`src/design/best_fit_partition_allocator_top_macros.svh`:
```
// assertion macros for the best-fit partition allocator
// expects clk and arst_n in the scope of every use
`ifndef BEST_FIT_PARTITION_ALLOCATOR_TOP_MACROS_SVH
`define BEST_FIT_PARTITION_ALLOCATOR_TOP_MACROS_SVH
`ifndef SYNTHESIS
`define BFPA_ASSERT(lbl, prop) \
	lbl: assert property (@(posedge clk) disable iff (!arst_n) (prop)) \
		else $error("bfpa assertion failed");
`define BFPA_ASSERT_IMP(lbl, ante, cons) \
	lbl: assert property (@(posedge clk) disable iff (!arst_n) (ante) |-> (cons)) \
		else $error("bfpa implication failed");
`else
`define BFPA_ASSERT(lbl, prop)
`define BFPA_ASSERT_IMP(lbl, ante, cons)
`endif
`endif

```
`src/design/bfpa_pkg.sv`:
```
// shared types and constants of the best-fit partition allocator
// no dependencies
`default_nettype none
package bfpa_pkg;

	localparam int unsigned PARTITIONS_DEF = 4;
	localparam int unsigned IDX_W = 2;
	localparam int unsigned ID_W = 16;
	localparam int unsigned SIZE_W = 16;
	localparam int unsigned USED_W = 18;
	localparam int unsigned CNT_W = 3;
	localparam int unsigned ADDR_W = 5;
	localparam int unsigned DATA_W = 32;
	localparam int unsigned SIZE_REGS = 4;

	localparam logic REQ_INSERT = 1'b0;
	localparam logic REQ_REMOVE = 1'b1;

	typedef logic [2:0] reg_idx_t;
	localparam reg_idx_t REG_TOTAL = 3'd0;
	localparam reg_idx_t REG_COUNT = 3'd1;
	localparam reg_idx_t REG_SIZE0 = 3'd2;
	localparam reg_idx_t REG_SIZE1 = 3'd3;
	localparam reg_idx_t REG_SIZE2 = 3'd4;
	localparam reg_idx_t REG_SIZE3 = 3'd5;

	typedef enum logic [2:0] {
		ST_ADDED      = 3'd0,
		ST_REMOVED    = 3'd1,
		ST_DUPLICATE  = 3'd2,
		ST_TOO_LARGE  = 3'd3,
		ST_ALL_FULL   = 3'd4,
		ST_FRAGMENTED = 3'd5,
		ST_ABSENT     = 3'd6
	} status_t;

	// running result of a scan as it walks the cell row
	typedef struct packed {
		logic              dup;
		logic              any_free;
		logic              found;
		logic [IDX_W-1:0]  best_idx;
		logic [SIZE_W-1:0] best_size;
		logic              hit;
		logic [IDX_W-1:0]  hit_idx;
		logic [SIZE_W-1:0] hit_size;
		logic [USED_W-1:0] used;
	} scan_tok_t;

	// update sent to one cell when a transaction completes
	typedef struct packed {
		logic alloc;
		logic evict;
	} cell_cmd_t;

endpackage
`default_nettype wire

```
`src/design/bfpa_cell.sv`:
```
// one partition cell: holds occupancy, resident id and size, folds itself into the scan
// depends on bfpa_pkg
`default_nettype none
module bfpa_cell #(
	parameter int unsigned IDX = 0
) (
	input  wire logic                       clk,
	input  wire logic                       arst_n,
	input  wire logic                       active,
	input  wire logic [15:0]                part_size,
	input  wire logic [15:0]                req_id,
	input  wire logic [15:0]                req_size,
	input  wire bfpa_pkg::cell_cmd_t        cmd,
	input  wire logic                       tok_in_valid,
	input  wire bfpa_pkg::scan_tok_t        tok_in,
	output logic                            tok_valid_q,
	output bfpa_pkg::scan_tok_t             tok_q,
	output logic                            occupied
);
	import bfpa_pkg::*;

	logic              occ_q;
	logic [ID_W-1:0]   id_q;
	logic [SIZE_W-1:0] size_q;
	logic              match;
	logic              free_here;
	logic              fits;
	scan_tok_t         tok_nxt;

	assign occupied = occ_q;

	always_comb begin
		match     = active && occ_q && (id_q == req_id);
		free_here = active && !occ_q;
		fits      = free_here && (part_size >= req_size)
			&& (!tok_in.found || (part_size < tok_in.best_size));
		tok_nxt = tok_in;
		if (match) begin
			tok_nxt.dup = 1'b1;
		end
		if (free_here) begin
			tok_nxt.any_free = 1'b1;
		end
		// strict compare keeps the lower index on equal sizes
		if (fits) begin
			tok_nxt.found     = 1'b1;
			tok_nxt.best_idx  = IDX_W'(IDX);
			tok_nxt.best_size = part_size;
		end
		if (match && !tok_in.hit) begin
			tok_nxt.hit      = 1'b1;
			tok_nxt.hit_idx  = IDX_W'(IDX);
			tok_nxt.hit_size = size_q;
		end
		if (active && occ_q) begin
			tok_nxt.used = tok_in.used + USED_W'(size_q);
		end
	end

	always_ff @(posedge clk or negedge arst_n) begin
		if (!arst_n) begin
			occ_q       <= 1'b0;
			tok_valid_q <= 1'b0;
		end else begin
			tok_valid_q <= tok_in_valid;
			if (cmd.alloc) begin
				occ_q <= 1'b1;
			end else if (cmd.evict) begin
				occ_q <= 1'b0;
			end
		end
	end

	always_ff @(posedge clk) begin
		tok_q <= tok_nxt;
		if (cmd.alloc) begin
			id_q   <= req_id;
			size_q <= req_size;
		end
	end

endmodule
`default_nettype wire

```
`src/design/best_fit_partition_allocator_top.sv`:
```
// Best-fit fixed-partition allocator. A request walks a row of PARTITIONS cells, one cell per
// clock, gathering duplicate-id, best-fit and resident-size information; the scan result is
// then registered, and once the output register is free or being read the status is decided,
// the chosen cell is updated and the output register is loaded. A request is not accepted
// until the result of the one before it is loaded. in_ready rises as soon as the result is
// loaded, so a new request is taken while the result still waits.
// Configuration goes through the APB port at byte address 4*index and must only be written
// while no request is in flight.
`default_nettype none
`include "best_fit_partition_allocator_top_macros.svh"
module best_fit_partition_allocator_top #(
	parameter int unsigned PARTITIONS = bfpa_pkg::PARTITIONS_DEF
) (
	input  wire logic                        clk,
	input  wire logic                        arst_n,
	input  wire logic                        psel,
	input  wire logic                        penable,
	input  wire logic                        pwrite,
	input  wire logic [bfpa_pkg::ADDR_W-1:0] paddr,
	input  wire logic [bfpa_pkg::DATA_W-1:0] pwdata,
	output logic      [bfpa_pkg::DATA_W-1:0] prdata,
	output logic                             pready,
	input  wire logic                        in_valid,
	output logic                             in_ready,
	input  wire logic                        req_type,
	input  wire logic [15:0]                 process_id,
	input  wire logic [15:0]                 proc_size,
	output logic                             out_valid,
	input  wire logic                        out_ready,
	output bfpa_pkg::status_t                status,
	output logic [1:0]                       partition_index,
	output logic [15:0]                      free_space
);
	import bfpa_pkg::*;

	// configuration
	logic [SIZE_W-1:0] total_q;
	logic [CNT_W-1:0]  count_q;
	logic [SIZE_W-1:0] size_q [SIZE_REGS];
	reg_idx_t          widx;
	reg_idx_t          ridx;
	logic              cfg_wr;

	// request and scan
	logic              busy_q;
	logic              start_q;
	logic              type_q;
	logic [ID_W-1:0]   id_q;
	logic [SIZE_W-1:0] psize_q;
	logic [CNT_W-1:0]  n_active;
	logic [PARTITIONS-1:0] active;
	logic [PARTITIONS:0]   vld;
	scan_tok_t         tok [PARTITIONS+1];
	cell_cmd_t         cmd [PARTITIONS];
	logic [PARTITIONS-1:0] occ_vec;
	logic [PARTITIONS-1:0] alloc_vec;
	logic [PARTITIONS-1:0] evict_vec;
	logic              fin_v_q;
	scan_tok_t         fin_q;
	logic              commit;

	// result
	status_t           res_status;
	logic [IDX_W-1:0]  res_idx;
	logic [USED_W-1:0] used_new;
	logic [SIZE_W-1:0] free_before;
	logic [SIZE_W-1:0] free_after;
	logic              do_alloc;
	logic              do_evict;
	logic              out_valid_q;
	status_t           status_q;
	logic [IDX_W-1:0]  idx_q;
	logic [SIZE_W-1:0] free_q;

	assign pready = 1'b1;
	assign widx   = paddr[ADDR_W-1:2];
	assign ridx   = paddr[ADDR_W-1:2];
	assign cfg_wr = psel && penable && pwrite && pready;

	always_ff @(posedge clk or negedge arst_n) begin
		if (!arst_n) begin
			total_q <= '0;
			count_q <= CNT_W'(4);
			for (int k = 0; k < SIZE_REGS; k++) begin
				size_q[k] <= '0;
			end
		end else if (cfg_wr) begin
			unique case (widx) inside
				REG_TOTAL: total_q <= pwdata[SIZE_W-1:0];
				REG_COUNT: count_q <= pwdata[CNT_W-1:0];
				[REG_SIZE0:REG_SIZE3]: size_q[IDX_W'(widx - REG_SIZE0)] <= pwdata[SIZE_W-1:0];
				default: ;
			endcase
		end
	end

	always_comb begin
		unique case (ridx) inside
			REG_TOTAL: prdata = DATA_W'(total_q);
			REG_COUNT: prdata = DATA_W'(count_q);
			[REG_SIZE0:REG_SIZE3]: prdata = DATA_W'(size_q[IDX_W'(ridx - REG_SIZE0)]);
			default:   prdata = '0;
		endcase
	end

	// active partition count, clamped to 1..PARTITIONS
	always_comb begin
		if (count_q == '0) begin
			n_active = CNT_W'(1);
		end else if (count_q > CNT_W'(PARTITIONS)) begin
			n_active = CNT_W'(PARTITIONS);
		end else begin
			n_active = count_q;
		end
	end

	assign in_ready = !busy_q;

	always_ff @(posedge clk or negedge arst_n) begin
		if (!arst_n) begin
			busy_q  <= 1'b0;
			start_q <= 1'b0;
			fin_v_q <= 1'b0;
		end else begin
			start_q <= in_valid && in_ready;
			if (in_valid && in_ready) begin
				busy_q <= 1'b1;
			end else if (commit) begin
				busy_q <= 1'b0;
			end
			if (vld[PARTITIONS]) begin
				fin_v_q <= 1'b1;
			end else if (commit) begin
				fin_v_q <= 1'b0;
			end
		end
	end

	always_ff @(posedge clk) begin
		if (in_valid && in_ready) begin
			type_q  <= req_type;
			id_q    <= process_id;
			psize_q <= proc_size;
		end
		if (vld[PARTITIONS]) begin
			fin_q <= tok[PARTITIONS];
		end
	end

	assign vld[0] = start_q;
	assign tok[0] = '0;

	for (genvar i = 0; i < PARTITIONS; i++) begin : g_cell
		assign active[i] = CNT_W'(i) < n_active;
		assign cmd[i].alloc = commit && do_alloc && (fin_q.best_idx == IDX_W'(i));
		assign cmd[i].evict = commit && do_evict && (fin_q.hit_idx == IDX_W'(i));
		assign alloc_vec[i] = cmd[i].alloc;
		assign evict_vec[i] = cmd[i].evict;

		bfpa_cell #(
			.IDX(i)
		) u_cell (
			.clk          (clk),
			.arst_n       (arst_n),
			.active       (active[i]),
			.part_size    (size_q[i]),
			.req_id       (id_q),
			.req_size     (psize_q),
			.cmd          (cmd[i]),
			.tok_in_valid (vld[i]),
			.tok_in       (tok[i]),
			.tok_valid_q  (vld[i+1]),
			.tok_q        (tok[i+1]),
			.occupied     (occ_vec[i])
		);
	end

	assign commit = fin_v_q && (!out_valid_q || out_ready);

	always_comb begin
		do_alloc   = 1'b0;
		do_evict   = 1'b0;
		res_idx    = '0;
		used_new   = fin_q.used;
		free_before = (fin_q.used >= USED_W'(total_q)) ? '0
			: SIZE_W'(USED_W'(total_q) - fin_q.used);
		if (type_q == REQ_INSERT) begin
			if (fin_q.dup) begin
				res_status = ST_DUPLICATE;
			end else if (fin_q.found) begin
				res_status = ST_ADDED;
				do_alloc   = 1'b1;
				res_idx    = fin_q.best_idx;
				used_new   = fin_q.used + USED_W'(psize_q);
			end else if (fin_q.any_free) begin
				res_status = ST_TOO_LARGE;
			end else if (free_before >= psize_q) begin
				res_status = ST_FRAGMENTED;
			end else begin
				res_status = ST_ALL_FULL;
			end
		end else begin
			if (fin_q.hit) begin
				res_status = ST_REMOVED;
				do_evict   = 1'b1;
				res_idx    = fin_q.hit_idx;
				used_new   = fin_q.used - USED_W'(fin_q.hit_size);
			end else begin
				res_status = ST_ABSENT;
			end
		end
		free_after = (used_new >= USED_W'(total_q)) ? '0
			: SIZE_W'(USED_W'(total_q) - used_new);
	end

	always_ff @(posedge clk or negedge arst_n) begin
		if (!arst_n) begin
			out_valid_q <= 1'b0;
		end else if (commit) begin
			out_valid_q <= 1'b1;
		end else if (out_ready) begin
			out_valid_q <= 1'b0;
		end
	end

	always_ff @(posedge clk) begin
		if (commit) begin
			status_q <= res_status;
			idx_q    <= res_idx;
			free_q   <= free_after;
		end
	end

	assign out_valid       = out_valid_q;
	assign status          = status_q;
	assign partition_index = idx_q;
	assign free_space      = free_q;

	`BFPA_ASSERT(a_one_alloc, $onehot0(alloc_vec))
	`BFPA_ASSERT(a_one_evict, $onehot0(evict_vec))
	`BFPA_ASSERT(a_alloc_free_cell, (alloc_vec & occ_vec) == '0)
	`BFPA_ASSERT_IMP(a_evict_held_cell, evict_vec != '0, (evict_vec & ~occ_vec) == '0)
	`BFPA_ASSERT_IMP(a_err_index_zero,
		out_valid && status != ST_ADDED && status != ST_REMOVED, partition_index == '0)

endmodule
`default_nettype wire

```
`config.mk`:
```
export PLATFORM = sky130hd
export DESIGN_NAME = best_fit_partition_allocator_top
export DESIGN_NICKNAME = d
export VERILOG_FILES = /design/src/design/bfpa_pkg.sv /design/src/design/bfpa_cell.sv /design/src/design/best_fit_partition_allocator_top.sv
export VERILOG_INCLUDE_DIRS = /design/src /design/src/design
export SDC_FILE = /design/constraint.sdc
export NUM_CORES = 1
export LEC_CHECK = 0
export BUFFER_PORTS_ARGS = -buffer_cell sky130_fd_sc_hd__buf_2
export CAP_MARGIN = 5
export CELL_PAD_IN_SITES_DETAIL_PLACEMENT = 1
export CELL_PAD_IN_SITES_GLOBAL_PLACEMENT = 2
export CORE_MARGIN = 4
export CORE_UTILIZATION = 29
export DETAILED_ROUTE_END_ITERATION = 6
export MAX_ROUTING_LAYER = met4
export PLACE_DENSITY_LB_ADDON = 0.1
export SYNTH_ARGS = -nofsm -noshare
export SYNTH_HDL_FRONTEND = slang
export SYNTH_SLANG_ARGS = --single-unit
export TNS_END_PERCENT = 10
```
`constraint.sdc`:
```
create_clock -name clk -period 5.15 [get_ports clk]
set_input_delay 0.2575 -clock clk [delete_from_list [all_inputs] [get_ports clk]]
set_output_delay 0.2575 -clock clk [all_outputs]
set_load 0.02 [all_outputs]
```
Word level (Yosys, flattened, before mapping)
Index checks and enable logic that the tools add are counted.
{"block": "word_totals", "in_bits": 77, "regBits": 535}
{"block": "op_classes", "addsub": 8, "n_mux": 54, "n_eq_ne": 11, "magnitude_cmp": 19, "n_bitwise": 1, "n_reduce_logical": 68}
{"op": "$mux W16", "count": 9}
{"op": "$mux W18", "count": 7}
{"op": "$ge A16 B16 Y1", "count": 5}
{"op": "$add A18 B16 Y18", "count": 4}
{"op": "$bwmux W64", "count": 1}
{"op": "$eq A16 B16 Y1", "count": 4}
{"op": "$lt A16 B16 Y1", "count": 3}
{"op": "$pmux W16 S3", "count": 1}
{"op": "$logic_and A1 B1 Y1", "count": 38}
{"op": "$mux W19", "count": 2}
{"op": "$ge A18 B16 Y1", "count": 2}
{"op": "$bmux W16 S2", "count": 1}
{"op": "$demux W16 S2", "count": 1}
{"op": "$sub A16 B16 Y16", "count": 2}
{"op": "$mux W1", "count": 21}
{"op": "$mux W3", "count": 7}
{"op": "$sub A18 B16 Y18", "count": 1}
{"op": "$reduce_bool A2 Y1", "count": 7}
{"op": "$logic_not A1 Y1", "count": 12}
{"op": "$eq A2 B2 Y1 const B", "count": 4}
{"op": "$mux W2", "count": 4}
{"op": "$logic_not A3 Y1", "count": 2}
{"op": "$lt A1 B3 Y1 const A", "count": 2}
{"op": "$lt A2 B3 Y1 const A", "count": 2}
{"op": "12 further kinds", "count": 19}

Longest topological paths before layout
{"block": "depth", "depth_word": 8, "ltp_mapped": 20, "ltp_nobuf": 20}

Hierarchy
Synthesis repeated with hierarchy kept, for this count alone.
{"block": "hier_totals", "hier_cells": 2895, "hier_area_um2": 30843.3}
{"mod": "best_fit_partition_allocator_top", "cells_per_inst": 1094, "n_inst": 1, "area_per_inst_um2": 11838.9, "seq_area_each_um2": 5061.1}
{"mod": "bfpa_cell (g_cell[0].u_cell ...)", "cells_per_inst": 410, "n_inst": 2, "area_per_inst_um2": 4556.9, "seq_area_each_um2": 2172.1}
{"mod": "bfpa_cell (g_cell[2].u_cell)", "cells_per_inst": 490, "n_inst": 1, "area_per_inst_um2": 4951.0, "seq_area_each_um2": 2172.1}
{"mod": "bfpa_cell (g_cell[3].u_cell)", "cells_per_inst": 491, "n_inst": 1, "area_per_inst_um2": 4939.7, "seq_area_each_um2": 2172.1}

Least setup slack after synthesis
Ideal clock, no wire load.
{"block": "synth_timing", "kind": "reg-to-reg", "from": "reg psize_q[0]", "to": "reg free_q[10], in the netlist free_space[10] (data pin)", "required_ns": 4.869, "arrival_time_ns": 4.300, "synth_period_minus_slack_ns": 4.580, "setup_time_ns": 0.281, "stages_incl_launch_ff": 16, "path_slack_ns": 0.570, "path_cell_list": "edfxtp_1 ha_1 fa_1 a211oi_1 nor2_1 o311ai_0 a31oi_1 a31oi_1 xor2_1 o21ai_0 mux2_2 ha_1 o21ai_0 o311ai_1 clkbuf_1 nor4_2"}
{"block": "synth_between", "elab_chain_cells": 5, "elab_cells_between_ends": 6, "cone_classes": "add/sub: 2; order compare: 1; mux: 3"}
{"item": "start, declared", "line_no": "best_fit_partition_allocator_top.sv:49", "source": "logic [SIZE_W-1:0] psize_q;"}
{"item": "start signal, assigned", "line_no": "best_fit_partition_allocator_top.sv:143", "source": "psize_q <= proc_size;"}
{"item": "$add A18 B16 Y18 (*)", "line_no": "best_fit_partition_allocator_top.sv:194", "source": "used_new = fin_q.used + USED_W'(psize_q);"}
{"item": "$mux W18 (*)", "line_no": "best_fit_partition_allocator_top.sv:190", "source": "end else if (fin_q.found) begin"}
{"item": "$mux W18 (*)", "line_no": "best_fit_partition_allocator_top.sv:188", "source": "if (fin_q.dup) begin"}
{"item": "$mux W18 (*)", "line_no": "best_fit_partition_allocator_top.sv:187", "source": "if (type_q == REQ_INSERT) begin"}
{"item": "$sub A16 B16 Y16 / $ge A18 B16 Y1 (equally long branches)", "line_no": "best_fit_partition_allocator_top.sv:213, best_fit_partition_allocator_top.sv:212"}
{"item": "end signal, assigned", "line_no": "best_fit_partition_allocator_top.sv:230", "source": "free_q <= free_after;"}
{"item": "end, declared", "line_no": "best_fit_partition_allocator_top.sv:73", "source": "logic [SIZE_W-1:0] free_q;"}
Mark *: on every way between the ends. The rest lies on a longest branch, timed or not.
A chain may end at the register's enable or synchronous reset.

Worst setup path after layout
{"block": "layout_timing", "from": "reg total_q[0]", "to": "reg status_q[0], in the netlist status[0] (data pin)"}
{"block": "layout_between", "elab_chain_cells": 8, "elab_cells_between_ends": 9, "cone_classes": "add/sub: 1; order compare: 2; mux: 6"}
{"item": "start, declared", "line_no": "best_fit_partition_allocator_top.sv:37", "source": "logic [SIZE_W-1:0] total_q;"}
{"item": "start signal, assigned", "line_no": "best_fit_partition_allocator_top.sv:89", "source": "REG_TOTAL: total_q <= pwdata[SIZE_W-1:0];"}
{"item": "$sub A16 B16 Y16 / $ge A18 B16 Y1 (equally long branches)", "line_no": "best_fit_partition_allocator_top.sv:186, best_fit_partition_allocator_top.sv:185"}
{"item": "$mux W16 (*)", "line_no": "best_fit_partition_allocator_top.sv:185", "source": "free_before = (fin_q.used >= USED_W'(total_q)) ? '0"}
{"item": "$ge A16 B16 Y1 (*)", "line_no": "best_fit_partition_allocator_top.sv:197", "source": "end else if (free_before >= psize_q) begin"}
{"item": "$mux W1 (*)", "line_no": "best_fit_partition_allocator_top.sv:197"}
{"item": "$mux W3 (*)", "line_no": "best_fit_partition_allocator_top.sv:195", "source": "end else if (fin_q.any_free) begin"}
{"item": "$mux W3 (*)", "line_no": "best_fit_partition_allocator_top.sv:190"}
{"item": "$mux W3 (*)", "line_no": "best_fit_partition_allocator_top.sv:188"}
{"item": "$mux W3 (*)", "line_no": "best_fit_partition_allocator_top.sv:187"}
{"item": "net res_status[0]", "line_no": "best_fit_partition_allocator_top.sv:63", "source": "status_t res_status;"}
{"item": "end signal, assigned", "line_no": "best_fit_partition_allocator_top.sv:228", "source": "status_q <= res_status;"}
{"item": "end, declared", "line_no": "best_fit_partition_allocator_top.sv:71", "source": "status_t status_q;"}
Mark *: on every way through the listed nets, which the timed path passes. The rest lies on a longest branch.

==> flow_summary_export.csv <==
group,metric,value,unit
outcome,outcome,"completed",
floorplanning,num_rows,112,
synth,ys_seq_area_share,48.3,%
synth,synthesis.area,27400,um^2
detailed_routing,drtIter0Drc,831,
detailed_routing,via_per_inst,4.76,
global_routing,grt_pass1_wl,128000,um
clocking,clock_sink_count,525,
synth,yosysWarnings,0,
sta,rsz0062_at_grt,"false",
global_routing,antenna_found_initial,7,
power,seqPwrFrac,35.6,%
synth,netlist_instances,2412,
power,power.share.clock,29.0,%
synth,synth_area_leader_cell,"edfxtp_1",
clocking,root_buffer,"clkbuf_16",
sta,max-slew-margin-rel,24.7,%
power,p_total,16.1,mW
floorplanning,die_h,315,um
setup_path,cp_max_fo,2,
floorplanning,die-area,99500,um^2
clocking,cts_max_level,3,
sta,period_needed,4.87,ns
floorplanning,io_pins,133,
placement,dpl_cell_area,29800,um^2
detailed_routing,routed_wl,84300,um
floorplanning,die_x,315,um
placement,portBuffers,97,
power,intPower,10.3,mW
global_routing,grt_pass1_vias,20200,
cells_and_area,syn_to_final_growth,18.7,%
setup_path,cp.required,5.49,ns
clocking,postCtsSetupBuffers,0,
floorplanning,start_util,29.3,%
power,combPwrFrac,35.4,%
sta,max_freq,205,MHz
detailed_routing,wl_per_cell,21.3,um
setup_path,end_kind,"flop",
cells_and_area,drive_above_1_share,19.1,%
clocking,clk_latency,0.60,ns
placement,finalWeightedCongestion,0.813,
sta,fin_worst_skew,0.0286,ns
setup_path,startpoint_type,"flop",
floorplanning,coreArea,93500,um^2
sta,finalSetupViolations,0,
sta,final_hold_viol_count,0,
global_routing,grt_start_max_net_pins,64,
synth,synth_commonest_cells,"267 x ha_1, 224 x edfxtp_1, 206 x dfxtp_1",
synth,synth_ff_type,"edfxtp_1",
clocking,numCtsBuffers,67,
power,switchingPower,5.83,mW
synth,ys_ff_latch,525,
global_routing,gr-total-overflow,0,
setup_path,worstPathArrival,5.21,ns
cells_and_area,fin_area,32500,um^2
global_routing,grt_usage,17.5,%
synth,ys_async_sr_fraction,18.1,%
clocking,path_clk_slew,0.06,ns
clocking,cts_buffer_depth,3,
detailed_routing,vias,18800,
sta,tightest_slew,1.13,ns
synth,synth.top_cell.area_share,24.6,%
clocking,cts_tree,"built",
power,ir_drop,0.000302,V
synth,avgSynthCellArea,11.4,um^2
sta,drv_slew,0,
cells_and_area,fin_nets,2996,
synth,yosysMostFrequentCell,"ha_1",
synth,synth_edf_count,224,
synth,synth.distinct_cells,86,
placement,dp_hpwl,66200,um
power,p_sw_share,36.1,%
power,powerDensity,496,nW/um^2
setup_path,criticalPathCategory,"flop to flop",
power,p_leak,13.7,nW
flow_run,cap_violations,0,
detailed_routing,dr.pass1.iters,5,
detailed_routing,ant_nets,0,
detailed_routing,drcViolationCount,0,
sta,timing.final.crit_share,94.6,%
synth,synth.top_cells.by_area,"edfxtp_1 25%, dfxtp_1 15%, ha_1 12%, dfrtp_1 8.6%, mux2_2 7.4%",
hold_path,min_path_type,"primary input to flop",
## final timing paths
| path | start | to | slack (ns) | cells past startpoint |
|---|---|---|---|---|
| min in group asynchronous | arst_n | size_q[59] | 0.16 | 2 |
| max in group asynchronous | arst_n | size_q[1] | 3.66 | 3 |
| min | pwdata[1] | size_q[49] | 0.04 | 2 |
| max | total_q[0] | status[0] | 0.28 | 18 |
| min reg2reg | start_q | g_cell[0].u_cell.tok_valid_q | 0.35 | 0 |
| max reg2reg | total_q[0] | status[0] | 0.28 | 18 |
## through the flow
| step | setup TNS, ns | hold slack (ns) | util (%) | setup slack, ns | cells |
|---|---|---|---|---|---|
| global route | 0 | 0.0154 | 34.8 | 0.0183 | 3952 |
| global placement | 0 | 0.225 | 31.9 | 0.0860 | 3785 |
| finish | 0 | 0.0380 | 34.8 | 0.277 | 3952 |
| detailed placement | -0.0103 | 0.244 | 31.9 | -0.0103 | 3785 |
| CTS | 0 | 0.000659 | 34.7 | 0.119 | 3951 |
| floorplan | 0 | -0.0381 | - | 0.570 | 2427 |
## cell families (layout without fill, tap and decap cells)
group | Yosys count | count (layout) | share of synthesized area [%]
buf+inv | 230 | 500 | 3.50
mux | 210 | 210 | 8.64
flops | 525 | 525 | 48.3
fa+ha+maj | 274 | 274 | 12.7
xor+xnor | 142 | 142 | 4.54
other cells | 2 | 18 | 0.0274
compound gates | 499 | 499 | 12.1
simple gates | 530 | 530 | 10.2
## timing repair
action,in CTS,in global routing
hold buffers,45,0
resized for setup,1,8
setup endpoints to repair,4,16
endpoints found under the hold margin,109,0
## per-layer routing
metal	part of all wire [%]	up-vias	wire [um]	global-route usage [%]
li1	-	9200	-	-
met1	48	9289	40800	23.3
met2	47	231	39300	28.1
met3	3.1	94	2650	2.73
met4	1.9	0	1600	3.81
met5	0	-	0	-
## power by group through the flow
stage | clock (mW) | combinational (mW) | sequential (mW)
6_report | 4.68 | 5.70 | 5.73
2_1_floorplan | 0 | 3.77 | 5.63
4_1_cts | 4.87 | 5.73 | 5.76
3_5_place_dp | 0 | 5.66 | 5.84
5_1_grt | 5.04 | 6.36 | 5.83
3_3_place_gp | 0 | 5.56 | 5.83
## registers in the layout, summed over array words and instances, names as in the netlist
name	flops
fin_v_q	1
status	3
g_cell.u_cell.occupied	4
g_cell.u_cell.size_q	64
partition_index	2
total_q	16
busy_q	1
id_q	16
count_q	3
psize_q	16
g_cell.u_cell.tok_valid_q	4
type_q	1
start_q	1
g_cell.u_cell.tok_q	206
fin_q	42
out_valid	1
size_q	64
free_space	16
g_cell.u_cell.id_q	64
## area by class of cell
cell class | instances | area, um^2
multi-input cells | 1672 | 13400
fillers | 10200 | 61000
repair buffers | 218 | 1520
diodes | 1 | 2.50
flip-flops and latches | 525 | 13200
well taps | 1254 | 1570
clock inverters | 28 | 290
clock buffers | 93 | 1930
inverters | 161 | 604
## layout by cell type (no fill, tap or decap), types with 12 or more instances in the layout
master and count:
inv_1 161, clkbuf_1 14, dfxtp_1 206, nand2_1 124, buf_2 96, edfxtp_1 224
nand2b_1 47, nor3_1 41, dfrtp_1 93, nor4_1 17, and3_1 12, xor2_1 89
or2_2 12, o21ai_0 121, or3_1 13, a22oi_1 14, conb_1 17, clkbuf_16 70
mux2i_1 26, nand4_1 23, ha_1 267, a31oi_1 13, dlygate4sd3_1 45, nor4_2 12
a21oi_1 98, a21o_1 67, nor2_1 98, o21a_1 33, buf_4 76, and2_1 57
o22ai_1 22, xnor2_1 53, nand3_1 24, nor2b_1 23, mux2_2 181, a211oi_1 19
## worst max-delay path, cell delays in order, from the launching register on
cell and delay (ns):
dfrtp_1 0.38, inv_1 0.10, ha_1 0.18, inv_1 0.06, fa_1 0.41, a21o_1 0.18, a21oi_1 0.25, o21bai_1 0.13
a31o_2 0.28, a211oi_1 0.32, o21bai_1 0.19, a221oi_1 0.37, mux2_2 0.38, ha_1 0.29, a21o_1 0.18, a211o_1 0.30
or3_1 0.30, a311oi_1 0.22, nor3_1 0.08
Note: power is estimated with default switching activity, not from simulation.
